$ cat src/design/s2i_pkg.sv
// Shared types and constants for the string-to-integer parser.
// No dependencies; imported by every module of the parser.
package s2i_pkg;

  localparam int VALUE_W   = 64;
  localparam int COUNT_W   = 16;
  localparam int OUT_VAL_W = 64;
  localparam int OUT_CNT_W = 16;
  localparam int BASE_W    = 6;
  localparam int DIGIT_W   = 6;
  localparam int PROD_W    = VALUE_W + BASE_W + 1;
  localparam int QDEPTH    = 2;
  localparam int QPTR_W    = 1;
  localparam int QCNT_W    = 2;

  localparam logic [BASE_W-1:0]  BASE_RESET = BASE_W'(10);
  localparam logic [BASE_W-1:0]  BASE_MAX   = BASE_W'(36);
  localparam logic [DIGIT_W-1:0] DIGIT_NONE = '1;

  localparam logic [7:0] CH_ZERO  = 8'h30;
  localparam logic [7:0] CH_NINE  = 8'h39;
  localparam logic [7:0] CH_LA    = 8'h61;
  localparam logic [7:0] CH_LZ    = 8'h7a;
  localparam logic [7:0] CH_UA    = 8'h41;
  localparam logic [7:0] CH_UZ    = 8'h5a;
  localparam logic [7:0] CH_LX    = 8'h78;
  localparam logic [7:0] CH_UX    = 8'h58;
  localparam logic [7:0] CH_PLUS  = 8'h2b;
  localparam logic [7:0] CH_MINUS = 8'h2d;
  localparam logic [7:0] CH_SP    = 8'h20;
  localparam logic [7:0] CH_TAB   = 8'h09;
  localparam logic [7:0] CH_CR    = 8'h0d;

  typedef enum logic [0:0] {
    REG_NUMBER_BASE = 1'b0,
    REG_SIGNED_MODE = 1'b1
  } cfg_reg_e;

  typedef enum logic [6:0] {
    PH_IDLE    = 7'b0000001,
    PH_SPACE   = 7'b0000010,
    PH_SIGNED  = 7'b0000100,
    PH_ZERO    = 7'b0001000,
    PH_HEXMARK = 7'b0010000,
    PH_DIGITS  = 7'b0100000,
    PH_DONE    = 7'b1000000
  } phase_e;

  typedef enum logic [1:0] {
    RK_EMPTY = 2'd0,
    RK_HEX   = 2'd1,
    RK_NUM   = 2'd2
  } res_kind_e;

  typedef struct packed {
    logic [DIGIT_W-1:0] digit;
    logic               is_space;
    logic               is_plus;
    logic               is_minus;
    logic               is_x;
    logic               first;
    logic               last;
  } item_t;

  typedef struct packed {
    res_kind_e          kind;
    logic [VALUE_W-1:0] acc;
    logic               neg;
    logic               ovf;
    logic               sig;
    logic [COUNT_W-1:0] cnt;
  } res_t;

endpackage

$ cat src/design/s2i_front.sv
// Front end: classifies each incoming character into an item for the queue.
// Depends on s2i_pkg.
module s2i_front (
  input  logic          in_valid_i,
  output logic          in_ready_o,
  input  logic [7:0]    char_byte_i,
  input  logic          first_char_i,
  input  logic          last_char_i,
  output logic          push_o,
  output s2i_pkg::item_t item_o,
  input  logic          q_ready_i
);
  import s2i_pkg::*;

  logic [7:0] c;

  assign c          = char_byte_i;
  assign in_ready_o = q_ready_i;
  assign push_o     = in_valid_i && q_ready_i;

  always_comb begin
    item_o = '0;
    priority if (c >= CH_ZERO && c <= CH_NINE) begin
      item_o.digit = DIGIT_W'(c - CH_ZERO);
    end else if (c >= CH_LA && c <= CH_LZ) begin
      item_o.digit = DIGIT_W'(c - CH_LA + 8'd10);
    end else if (c >= CH_UA && c <= CH_UZ) begin
      item_o.digit = DIGIT_W'(c - CH_UA + 8'd10);
    end else begin
      item_o.digit = DIGIT_NONE;
    end
    item_o.is_space = (c == CH_SP) || (c >= CH_TAB && c <= CH_CR);
    item_o.is_plus  = (c == CH_PLUS);
    item_o.is_minus = (c == CH_MINUS);
    item_o.is_x     = (c == CH_LX) || (c == CH_UX);
    item_o.first    = first_char_i;
    item_o.last     = last_char_i;
  end

endmodule

$ cat src/design/s2i_queue.sv
// Two-entry item queue decoupling the classifier from the parse engine.
// Depends on s2i_pkg.
module s2i_queue (
  input  logic           clk_i,
  input  logic           rst_ni,
  input  logic           push_i,
  input  s2i_pkg::item_t push_item_i,
  output logic           ready_o,
  output logic           valid_o,
  output s2i_pkg::item_t pop_item_o,
  input  logic           pop_i
);
  import s2i_pkg::*;

  item_t             mem_q [QDEPTH];
  logic [QPTR_W-1:0] wptr_q, wptr_d, rptr_q, rptr_d;
  logic [QCNT_W-1:0] cnt_q, cnt_d;
  logic              do_push, do_pop;

  assign ready_o    = (cnt_q != QCNT_W'(QDEPTH));
  assign valid_o    = (cnt_q != '0);
  assign pop_item_o = mem_q[rptr_q];
  assign do_push    = push_i && ready_o;
  assign do_pop     = pop_i && valid_o;

  always_comb begin
    wptr_d = do_push ? wptr_q + 1'b1 : wptr_q;
    rptr_d = do_pop ? rptr_q + 1'b1 : rptr_q;
    cnt_d  = cnt_q + QCNT_W'(do_push) - QCNT_W'(do_pop);
  end

  always_ff @(posedge clk_i or negedge rst_ni) begin
    if (!rst_ni) begin
      wptr_q <= '0;
      rptr_q <= '0;
      cnt_q  <= '0;
    end else begin
      wptr_q <= wptr_d;
      rptr_q <= rptr_d;
      cnt_q  <= cnt_d;
    end
  end

  always_ff @(posedge clk_i) begin
    if (do_push) begin
      mem_q[wptr_q] <= push_item_i;
    end
  end

endmodule

$ cat src/design/s2i_back.sv
// Parse engine: per-string state machine, multiply-add accumulator and
// result register. Depends on s2i_pkg.
module s2i_back (
  input  logic                          clk_i,
  input  logic                          rst_ni,
  input  logic                          q_valid_i,
  input  s2i_pkg::item_t                q_item_i,
  output logic                          q_pop_o,
  input  logic [s2i_pkg::BASE_W-1:0]    number_base_i,
  input  logic                          signed_mode_i,
  output logic                          res_valid_o,
  output s2i_pkg::res_t                 res_o,
  input  logic                          res_ready_i
);
  import s2i_pkg::*;

  phase_e             phase_q, phase_d;
  logic [VALUE_W-1:0] acc_q, acc_d;
  logic               neg_q, neg_d;
  logic               ovf_q, ovf_d;
  logic [BASE_W-1:0]  wb_q, wb_d;
  logic [COUNT_W-1:0] cnt_q, cnt_d;
  logic               res_valid_q, res_valid_d;
  res_t               res_q, res_d;

  logic               slot_free;
  logic [PROD_W-1:0]  sum;

  assign slot_free   = !res_valid_q || res_ready_i;
  assign q_pop_o     = q_valid_i && slot_free;
  assign res_valid_o = res_valid_q;
  assign res_o       = res_q;

  always_comb begin
    logic fin, rej, st, take, bump;
    fin  = 1'b0;
    rej  = 1'b0;
    st   = 1'b0;
    take = 1'b0;
    bump = 1'b0;
    sum  = '0;

    phase_d     = phase_q;
    acc_d       = acc_q;
    neg_d       = neg_q;
    ovf_d       = ovf_q;
    wb_d        = wb_q;
    cnt_d       = cnt_q;
    res_valid_d = res_valid_q && !res_ready_i;
    res_d       = res_q;

    if (q_pop_o) begin
      if (q_item_i.first) begin
        acc_d   = '0;
        neg_d   = 1'b0;
        ovf_d   = 1'b0;
        cnt_d   = '0;
        wb_d    = number_base_i;
        phase_d = PH_SPACE;
        fin     = (number_base_i == BASE_W'(1)) || (number_base_i > BASE_MAX);
      end

      if (!fin && phase_d != PH_IDLE && phase_d != PH_DONE) begin
        unique case (phase_d)
          PH_SPACE: begin
            if (q_item_i.is_space) begin
              bump = 1'b1;
            end else begin
              phase_d = PH_SIGNED;
              if (q_item_i.is_plus || (q_item_i.is_minus && signed_mode_i)) begin
                neg_d = neg_d | q_item_i.is_minus;
                bump  = 1'b1;
              end else begin
                st = 1'b1;
              end
            end
          end
          PH_SIGNED: st = 1'b1;
          PH_ZERO: begin
            if (q_item_i.is_x) begin
              bump    = 1'b1;
              wb_d    = BASE_W'(16);
              phase_d = PH_HEXMARK;
            end else begin
              if (wb_d == '0) wb_d = BASE_W'(8);
              phase_d = PH_DIGITS;
              take    = 1'b1;
            end
          end
          PH_HEXMARK, PH_DIGITS: take = 1'b1;
          default: rej = 1'b1;
        endcase

        if (st) begin
          if (q_item_i.digit == '0 && (wb_d == '0 || wb_d == BASE_W'(16))) begin
            bump    = 1'b1;
            acc_d   = '0;
            phase_d = PH_ZERO;
          end else begin
            if (wb_d == '0) wb_d = BASE_RESET;
            take = 1'b1;
          end
        end

        if (take) begin
          if (wb_d < BASE_W'(2) || q_item_i.digit >= wb_d) begin
            rej = 1'b1;
          end else begin
            sum = PROD_W'(acc_d) * PROD_W'(wb_d) + PROD_W'(q_item_i.digit);
            if (!ovf_d) begin
              if (sum[PROD_W-1:VALUE_W] != '0) begin
                ovf_d = 1'b1;
                acc_d = '1;
              end else begin
                acc_d = sum[VALUE_W-1:0];
              end
            end
            bump    = 1'b1;
            phase_d = PH_DIGITS;
          end
        end

        if (bump && cnt_d != '1) cnt_d = cnt_d + 1'b1;
        fin = rej || q_item_i.last;
      end

      if (fin) begin
        res_valid_d = 1'b1;
        unique case (phase_d)
          PH_HEXMARK:          res_d.kind = RK_HEX;
          PH_ZERO, PH_DIGITS:  res_d.kind = RK_NUM;
          default:             res_d.kind = RK_EMPTY;
        endcase
        res_d.acc = acc_d;
        res_d.neg = neg_d;
        res_d.ovf = ovf_d;
        res_d.sig = signed_mode_i;
        res_d.cnt = cnt_d;
        phase_d   = PH_DONE;
      end
    end
  end

  always_ff @(posedge clk_i or negedge rst_ni) begin
    if (!rst_ni) begin
      phase_q     <= PH_IDLE;
      acc_q       <= '0;
      neg_q       <= 1'b0;
      ovf_q       <= 1'b0;
      wb_q        <= BASE_RESET;
      cnt_q       <= '0;
      res_valid_q <= 1'b0;
    end else begin
      phase_q     <= phase_d;
      acc_q       <= acc_d;
      neg_q       <= neg_d;
      ovf_q       <= ovf_d;
      wb_q        <= wb_d;
      cnt_q       <= cnt_d;
      res_valid_q <= res_valid_d;
    end
  end

  always_ff @(posedge clk_i) begin
    res_q <= res_d;
  end

endmodule

$ cat src/design/string_to_integer_parser_core.sv
// String-to-integer parser top level: config registers, front/queue/back and
// result saturation. Depends on s2i_pkg, s2i_front, s2i_queue, s2i_back.
// Throughput: one character per cycle while the two-entry queue between
//   classifier and engine has room; it fills only while a result waits.
// Result path: the closing character is written into the queue, popped at the
//   head once the result slot is free, and its result registered in the engine.
// Reset: asynchronous, active low; base 10, signed mode, no string open.
module string_to_integer_parser_core (
  input  logic                          clk_i,
  input  logic                          rst_ni,
  input  logic                          cfg_we_i,
  input  logic                          cfg_idx_i,
  input  logic [s2i_pkg::BASE_W-1:0]    cfg_wdata_i,
  input  logic                          in_valid_i,
  output logic                          in_ready_o,
  input  logic [7:0]                    char_byte_i,
  input  logic                          first_char_i,
  input  logic                          last_char_i,
  output logic                          out_valid_o,
  input  logic                          out_ready_i,
  output logic [s2i_pkg::OUT_VAL_W-1:0] parsed_value_o,
  output logic                          out_of_range_o,
  output logic [s2i_pkg::OUT_CNT_W-1:0] chars_consumed_o
);
  import s2i_pkg::*;

  localparam logic [VALUE_W-1:0] VMASK = '1;
  localparam logic [VALUE_W-1:0] SBIT  = VALUE_W'(1) << (VALUE_W - 1);
  localparam logic [VALUE_W-1:0] SMAX  = VMASK >> 1;

  logic [BASE_W-1:0] base_q;
  logic              sig_q;

  logic  push, q_ready, q_valid, q_pop;
  item_t push_item, pop_item;
  res_t  res;

  logic [VALUE_W-1:0]   val;
  logic [OUT_VAL_W-1:0] val_ext;
  logic                 rng;
  logic [COUNT_W-1:0]   cnt;

  always_ff @(posedge clk_i or negedge rst_ni) begin
    if (!rst_ni) begin
      base_q <= BASE_RESET;
      sig_q  <= 1'b1;
    end else if (cfg_we_i) begin
      unique case (cfg_reg_e'(cfg_idx_i))
        REG_NUMBER_BASE: base_q <= cfg_wdata_i;
        REG_SIGNED_MODE: sig_q  <= cfg_wdata_i[0];
        default: ;
      endcase
    end
  end

  s2i_front u_front (
    .in_valid_i   (in_valid_i),
    .in_ready_o   (in_ready_o),
    .char_byte_i  (char_byte_i),
    .first_char_i (first_char_i),
    .last_char_i  (last_char_i),
    .push_o       (push),
    .item_o       (push_item),
    .q_ready_i    (q_ready)
  );

  s2i_queue u_queue (
    .clk_i       (clk_i),
    .rst_ni      (rst_ni),
    .push_i      (push),
    .push_item_i (push_item),
    .ready_o     (q_ready),
    .valid_o     (q_valid),
    .pop_item_o  (pop_item),
    .pop_i       (q_pop)
  );

  s2i_back u_back (
    .clk_i         (clk_i),
    .rst_ni        (rst_ni),
    .q_valid_i     (q_valid),
    .q_item_i      (pop_item),
    .q_pop_o       (q_pop),
    .number_base_i (base_q),
    .signed_mode_i (sig_q),
    .res_valid_o   (out_valid_o),
    .res_o         (res),
    .res_ready_i   (out_ready_i)
  );

  always_comb begin
    val = '0;
    rng = 1'b0;
    cnt = '0;
    unique case (res.kind)
      RK_HEX: cnt = res.cnt - 1'b1;
      RK_NUM: begin
        cnt = res.cnt;
        if (!res.sig) begin
          val = res.ovf ? VMASK : res.acc;
          rng = res.ovf;
        end else if (res.neg) begin
          if (res.ovf || res.acc > SBIT) begin
            val = SBIT;
            rng = 1'b1;
          end else begin
            val = '0 - res.acc;
          end
        end else begin
          if (res.ovf || res.acc > SMAX) begin
            val = SMAX;
            rng = 1'b1;
          end else begin
            val = res.acc;
          end
        end
      end
      default: ;
    endcase
    val_ext              = {OUT_VAL_W{res.sig && val[VALUE_W-1]}};
    val_ext[VALUE_W-1:0] = val;
  end

  assign parsed_value_o   = val_ext;
  assign out_of_range_o   = rng;
  assign chars_consumed_o = OUT_CNT_W'(cnt);

  a_rng_has_chars : assert property (@(posedge clk_i) disable iff (!rst_ni)
    out_valid_o && out_of_range_o |-> chars_consumed_o != '0)
    else $error("saturated result with no characters consumed");

  a_empty_is_zero : assert property (@(posedge clk_i) disable iff (!rst_ni)
    out_valid_o && chars_consumed_o == '0 |-> parsed_value_o == '0 && !out_of_range_o)
    else $error("result without characters carries a value");

  a_signed_sat : assert property (@(posedge clk_i) disable iff (!rst_ni)
    out_valid_o && out_of_range_o && res.sig |->
      (parsed_value_o[VALUE_W-2:0] == '1) || (parsed_value_o[VALUE_W-2:0] == '0))
    else $error("signed saturation is not a limit value");

  a_pop_needs_slot : assert property (@(posedge clk_i) disable iff (!rst_ni)
    q_pop && out_valid_o |-> out_ready_i)
    else $error("engine advanced while result register was blocked");

endmodule
$ cat config.mk
export PLATFORM = sky130hd
export DESIGN_NAME = string_to_integer_parser_core
export DESIGN_NICKNAME = d
export VERILOG_FILES = /design/src/design/s2i_pkg.sv /design/src/design/s2i_front.sv /design/src/design/s2i_queue.sv /design/src/design/s2i_back.sv /design/src/design/string_to_integer_parser_core.sv
export SDC_FILE = /design/constraint.sdc
export NUM_CORES = 2
export LEC_CHECK = 0
export ABC_AREA = 1
export BUFFER_PORTS_ARGS = -buffer_cell sky130_fd_sc_hd__buf_2
export CORE_MARGIN = 2
export CORE_UTILIZATION = 60
export CTS_CLUSTER_SIZE = 30
export DETAILED_ROUTE_END_ITERATION = 6
export PLACE_DENSITY = 0.78
export SYNTH_ARGS = -nofsm -noshare
export SYNTH_HDL_FRONTEND = slang
export SYNTH_HIERARCHICAL = 1
export SYNTH_SLANG_ARGS = --single-unit
$ cat constraint.sdc
create_clock -name clk_i -period 7.45 [get_ports clk_i]
set_input_delay 2.235 -clock clk_i [delete_from_list [all_inputs] [get_ports clk_i]]
set_output_delay 2.235 -clock clk_i [all_outputs]
set_load 0.02 [all_outputs]
After elaboration in Yosys (flattened, before gate mapping)
Memory sizes are Yosys's and may differ from the RTL's.
Index checks and enable logic that the tools add are counted.
{"block": "totals", "regBits": 192, "ramBits": 24, "in_bits": 22, "output_inout_bits": 83, "elab_cells": 209, "n_memories": 1}
{"block": "classes", "add_sub_neg": 13, "multipliers": 1, "order_cmp": 13, "eq_ne": 21, "muxes": 102, "bitwise": 2, "n_reduce_logical": 38}
{"name": "u_queue.mem_q", "depth": 2, "word_bits": 12, "read_ports": 1, "rd_clocked_by_memory_dff": 0, "wr": 1, "line_no": "s2i_queue.sv:15", "text": "item_t mem_q [QDEPTH];"}
{"op": "$mux W64", "n": 16}
{"op": "$mux W6", "n": 17}
{"op": "$add A70 B6 Y71", "n": 1}
{"op": "$mul A64 B6 Y70", "n": 1}
{"op": "$mux W7", "n": 10}
{"op": "$gt A64 B63 Y1 const B", "n": 1}
{"op": "$gt A64 B64 Y1 const B", "n": 1}
{"op": "$mux W16", "n": 4}
{"op": "$sub A1 B64 Y64 const A", "n": 1}
{"op": "$mux W1", "n": 49}
{"op": "$pmux W16 S2", "n": 1}
{"op": "$eq A8 B6 Y1 const B", "n": 3}
{"op": "$logic_not A6 Y1", "n": 3}
{"op": "$add A16 B1 Y16 const B", "n": 1}
{"op": "$eq A8 B7 Y1 const B", "n": 2}
{"op": "$ge A8 B7 Y1 const B", "n": 2}
{"op": "$le A8 B7 Y1 const B", "n": 2}
{"op": "$ne A16 B16 Y1 const B", "n": 1}
{"op": "$sub A16 B1 Y16 const B", "n": 1}
{"op": "$eq A7 B4 Y1 const B", "n": 2}
{"op": "$eq A7 B5 Y1 const B", "n": 2}
{"op": "$eq A7 B6 Y1 const B", "n": 2}
{"op": "$logic_and A1 B1 Y1", "n": 14}
{"op": "$pmux W7 S2", "n": 1}
{"op": "33 further kinds", "n": 52}

Logic depth before layout (Yosys ltp)
{"block": "logic_depth", "depth_word": 28, "mapped_depth": 49, "ltp_nobuf": 47}

By module
The synthesis kept the hierarchy.
{"module": "s2i_back", "n_inst": 1, "cells_each": 3059, "area_each_um2": 22735.6, "seq_area_each_um2": 4958.5}
{"module": "string_to_integer_parser_core", "n_inst": 1, "cells_each": 883, "area_each_um2": 4374.2, "seq_area_each_um2": 178.9}
{"module": "s2i_queue", "n_inst": 1, "cells_each": 94, "area_each_um2": 1112.3, "seq_area_each_um2": 820.8}
{"module": "s2i_front", "n_inst": 1, "cells_each": 99, "area_each_um2": 535.5, "seq_area_each_um2": 0.0}

Least setup slack after synthesis
Ideal clock, no wire load.
{"block": "synth_path", "path_type": "reg2reg", "startpoint": "register u_queue.rptr_q", "endpoint": "register u_back.res_q (netlist bit u_back/res_o[58]) (data pin)", "setup_ns": 0.261, "arrival_time_ns": 6.368, "required_time_ns": 7.189, "slack_ns": 0.821, "stages_incl_launch_ff": 43, "n_path_buf": 4, "synth_period_minus_slack_ns": 6.629, "path_cell_list": "dfrtp_1 > buf_2 > nand2_1 > nand2_1 > inv_2 > nand2_1 > nor3_2 > nand3_1 > buf_4 > nand2_1 > inv_2 > nand4_2 > nand2_1 > inv_2 > clkbuf_1 > nor2_1 > fa_1 > inv_1 > [7 not listed] > nand3_1 > nand3_1 > nand2_1 > nand2_1 > nand2_1 > nand2_1 > nand2_1 > nand2_1 > nand2_1 > nand2_1 > nand2_1 > nor2_2 > nand2_2 > nor2_8 > inv_4 > buf_6 > o21ai_1 > nand2_1"}
{"element": "from (decl)", "line_no": "s2i_queue.sv:16", "text": "logic [QPTR_W-1:0] wptr_q, wptr_d, rptr_q, rptr_d;"}
{"element": "from (signal assigned)", "line_no": "s2i_queue.sv:39", "text": "rptr_q <= rptr_d;"}
{"element": "to (signal assigned)", "line_no": "s2i_back.sv:165", "text": "res_q <= res_d;"}
{"element": "to (decl)", "line_no": "s2i_back.sv:24", "text": "res_t res_q, res_d;"}

==> metrics.yaml <==
status: "finished clean"
max-cap-violations: 0
ys_ff_latch: 216
ys_warn_count: 6
worstPathRequired_ps: 7760
gr-usage-all-layers: 0.3572
routed_wl_microns: 90040
firstDrtPassIters: 6
mostFrequentLayoutCells: "nand2_1, nor2_1, inv_1"
nNetsFinal: 4642
crit_top_cell: "nand2_1"
layout_commonest_cell: "nand2_1"
cpMaxStageDelayCell: "fa_1"
route.detailed.drc: 0
fin_ws_ps: 372.5
drive_gt1_frac: 0.1131
fin_crit_ps: 7078
hp-class: "register to register"
startpoint_type: "register"
ant_nets: 0
cts_tree: "done"
timing.slew.headroom: 0.3086
synthArstFlopShare: 0.4954
crit_type: "register to register"
fill_cells: 4235
critPathMaxStageDelay_ps: 530
grt_pass1_vias: 26930
use_met1: 0.4984
reg2reg_depth: 36
finalSetupViolations: 0
cts_buffers: 26
synth-seq-area-share: 0.2072
ys.flop_type: "edfxtp_1"
total_power_mw: 11.34
rows: 80
fmax_mhz: 141.3
stdcell_count: 4833
grt.busiest_layer: "met2"
grt_pass1_wl_microns: 142800
leakagePower_nw: 16.02
min_delay_path_depth: 2
hpwl_microns: 67950
dieHeight_microns: 222.9
h-tree-depth: 1
cp_max_fo: 20
antenna_found_initial: 1
area_growth_pct: 9.393
clk_latency_ps: 590
start_util: 0.6048
grtUsageMet2: 0.5822
diodes: 0
grt_overflow: 0
die_x_microns: 222.9
arrival_ps: 7390
synth.net_count: 4579
tightest_slew_ps: 1037
post_drt_via_cell_ratio: 5.803
use_met3: 0.05242
root_buffer: "clkbuf_16"
synth_edf_count: 109
dieArea_sq_um: 49700
powerDensity_nw_per_um2: 360.4
ys_types: 61
first_iter_violations: 2988
cts_buffer_depth: 3
io_buffer_count: 104
synth_area_per_cell_sq_um: 6.955
via_count: 28050
gp_congestion: 1.040
core_area_sq_um: 47550
skew_ps: 27.12
fin_crit_sh: 0.9500
clk_pin_slew_ps: 60
utilization: 0.6617
slew_viol_final: 0
cts.sinks: 216
end_kind: "register"
netlist_instances: 4135
syn_area_sq_um: 28760
hold_violations: 0
wl_per_cell_microns: 18.63
pin_count: 105
grt_max_degree: 83
max-vdd-ir-drop_mv: 0.3188
dp.cells: 4776
pre_cts_slack_ps: 122.4
cell type report:
type | instances | area (sq um) | area share
repair buffers | 185 | 1313 | 0.04172
inverters | 414 | 1568 | 0.04983
clock inverters | 12 | 122.6 | 0.003898
well taps | 615 | 769.5 | 0.02446
multi-input cells | 3355 | 20960 | 0.6661
flip-flops and latches | 216 | 5958 | 0.1894
clock buffers | 36 | 772.0 | 0.02454
cells in the mapped netlist, types with 7 or more instances:
cell	instances	area [sq um]
a21boi_0	7	52.55
a21oi_1	255	1276
a21oi_2	33	289.0
a31oi_1	11	68.82
and2_1	8	50.05
buf_1	12	45.04
buf_2	20	100.1
buf_6	13	146.4
clkbuf_1	94	352.8
dfrtp_1	101	2527
edfxtp_1	109	3273
fa_1	252	5045
ha_1	170	2127
inv_1	398	1494
inv_2	14	52.55
nand2_1	1184	4444
nand2_2	18	112.6
nand2_4	8	90.09
nand3_1	151	755.7
nand3b_1	14	105.1
nand4_1	33	206.5
nor2_1	775	2909
nor2_2	13	81.33
nor3_1	30	150.1
o21ai_0	141	705.7
o21ai_1	57	285.3
o21bai_1	19	142.6
xnor2_1	42	367.9
xor2_1	63	551.8
stage by stage:
stage / TNS, ps / hold WS, ps / cell area (sq um)
after floorplan: 0 / 448.8 / 28760
after global placement: 0 / 461.3 / 29970
after detailed placement: 0 / 465.2 / 29970
after CTS: 0 / 482.2 / 30860
after global routing: -1126 / 495.5 / 31460
final: 0 / 480.0 / 31460
metal layers:
| layer | wire, microns | part of all wire |
|---|---|---|
| met2 | 41240 | 0.46 |
| met5 | 0 | 0 |
| met3 | 8374 | 0.093 |
| met4 | 2939 | 0.033 |
| met1 | 37480 | 0.42 |
timing repair:
item,4_1_cts,5_1_grt
hold buffers,0,0
setup buffers,0,4
resized for setup,0,148
endpoints found under the setup margin,0,130
logic make-up (layout without fill, tap and decap cells):
| group | count (synthesis) | after routing | share of synthesized area |
|---|---|---|---|
| DFF | 216 | 216 | 0.2072 |
| AOI/OAI and AO/OA | 556 | 556 | 0.1071 |
| muxes | 6 | 6 | 0.002306 |
| and+or+nand+nor | 2266 | 2266 | 0.3214 |
| adders and majority gates | 422 | 422 | 0.2494 |
| xor gates and xnor gates | 105 | 105 | 0.03198 |
| buffers and inverters | 564 | 647 | 0.08071 |
worst paths after layout:
check                                 from                to  slack (ps)
min in group asynchronous           rst_ni  u_queue/cnt_q[1]        1680
max                         u_queue/rptr_q  u_back/res_o[46]         370
max in group asynchronous           rst_ni  u_back/acc_q[32]        4410
min reg2reg                u_back/acc_q[0]   u_back/acc_q[0]         480
min                        u_back/acc_q[0]   u_back/acc_q[0]         480
max reg2reg                 u_queue/rptr_q  u_back/res_o[46]         370
power breakdown:
| group | internal (mW) | total [mW] | leakage, nW | switching, mW |
|---|---|---|---|---|
| registers | 1.92 | 2.54 | 2.49 | 0.621 |
| clock network | 0.767 | 1.33 | 0.434 | 0.566 |
| logic | 2.24 | 7.46 | 13.1 | 5.22 |
| total | 4.93 | 11.3 | 16.0 | 6.41 |
registers in the layout (all words and copies together), names as in the netlist:
| signal | cells |
|---|---|
| u_queue/wptr_q | 1 |
| u_back/acc_q | 64 |
| u_back/neg_q | 1 |
| u_back/cnt_q | 16 |
| base_q | 6 |
| u_queue/rptr_q | 1 |
| u_back/phase_q | 7 |
| u_back/wb_q | 6 |
| u_queue/cnt_q | 2 |
| u_back/ovf_q | 1 |
| u_back/res_valid_o | 1 |
| sig_q | 1 |
| u_back/res_o | 85 |
| u_queue/mem_q | 24 |
critical path, delay by kind of cell (launching register included):
| kind | cells | cell delay, ps |
|---|---|---|
| fa+ha+maj | 5 | 2230 |
| simple gates | 20 | 2250 |
| compound gates | 5 | 930 |
| buf+inv | 6 | 950 |
| flops | 1 | 400 |
(Power assumes the default switching activity.)
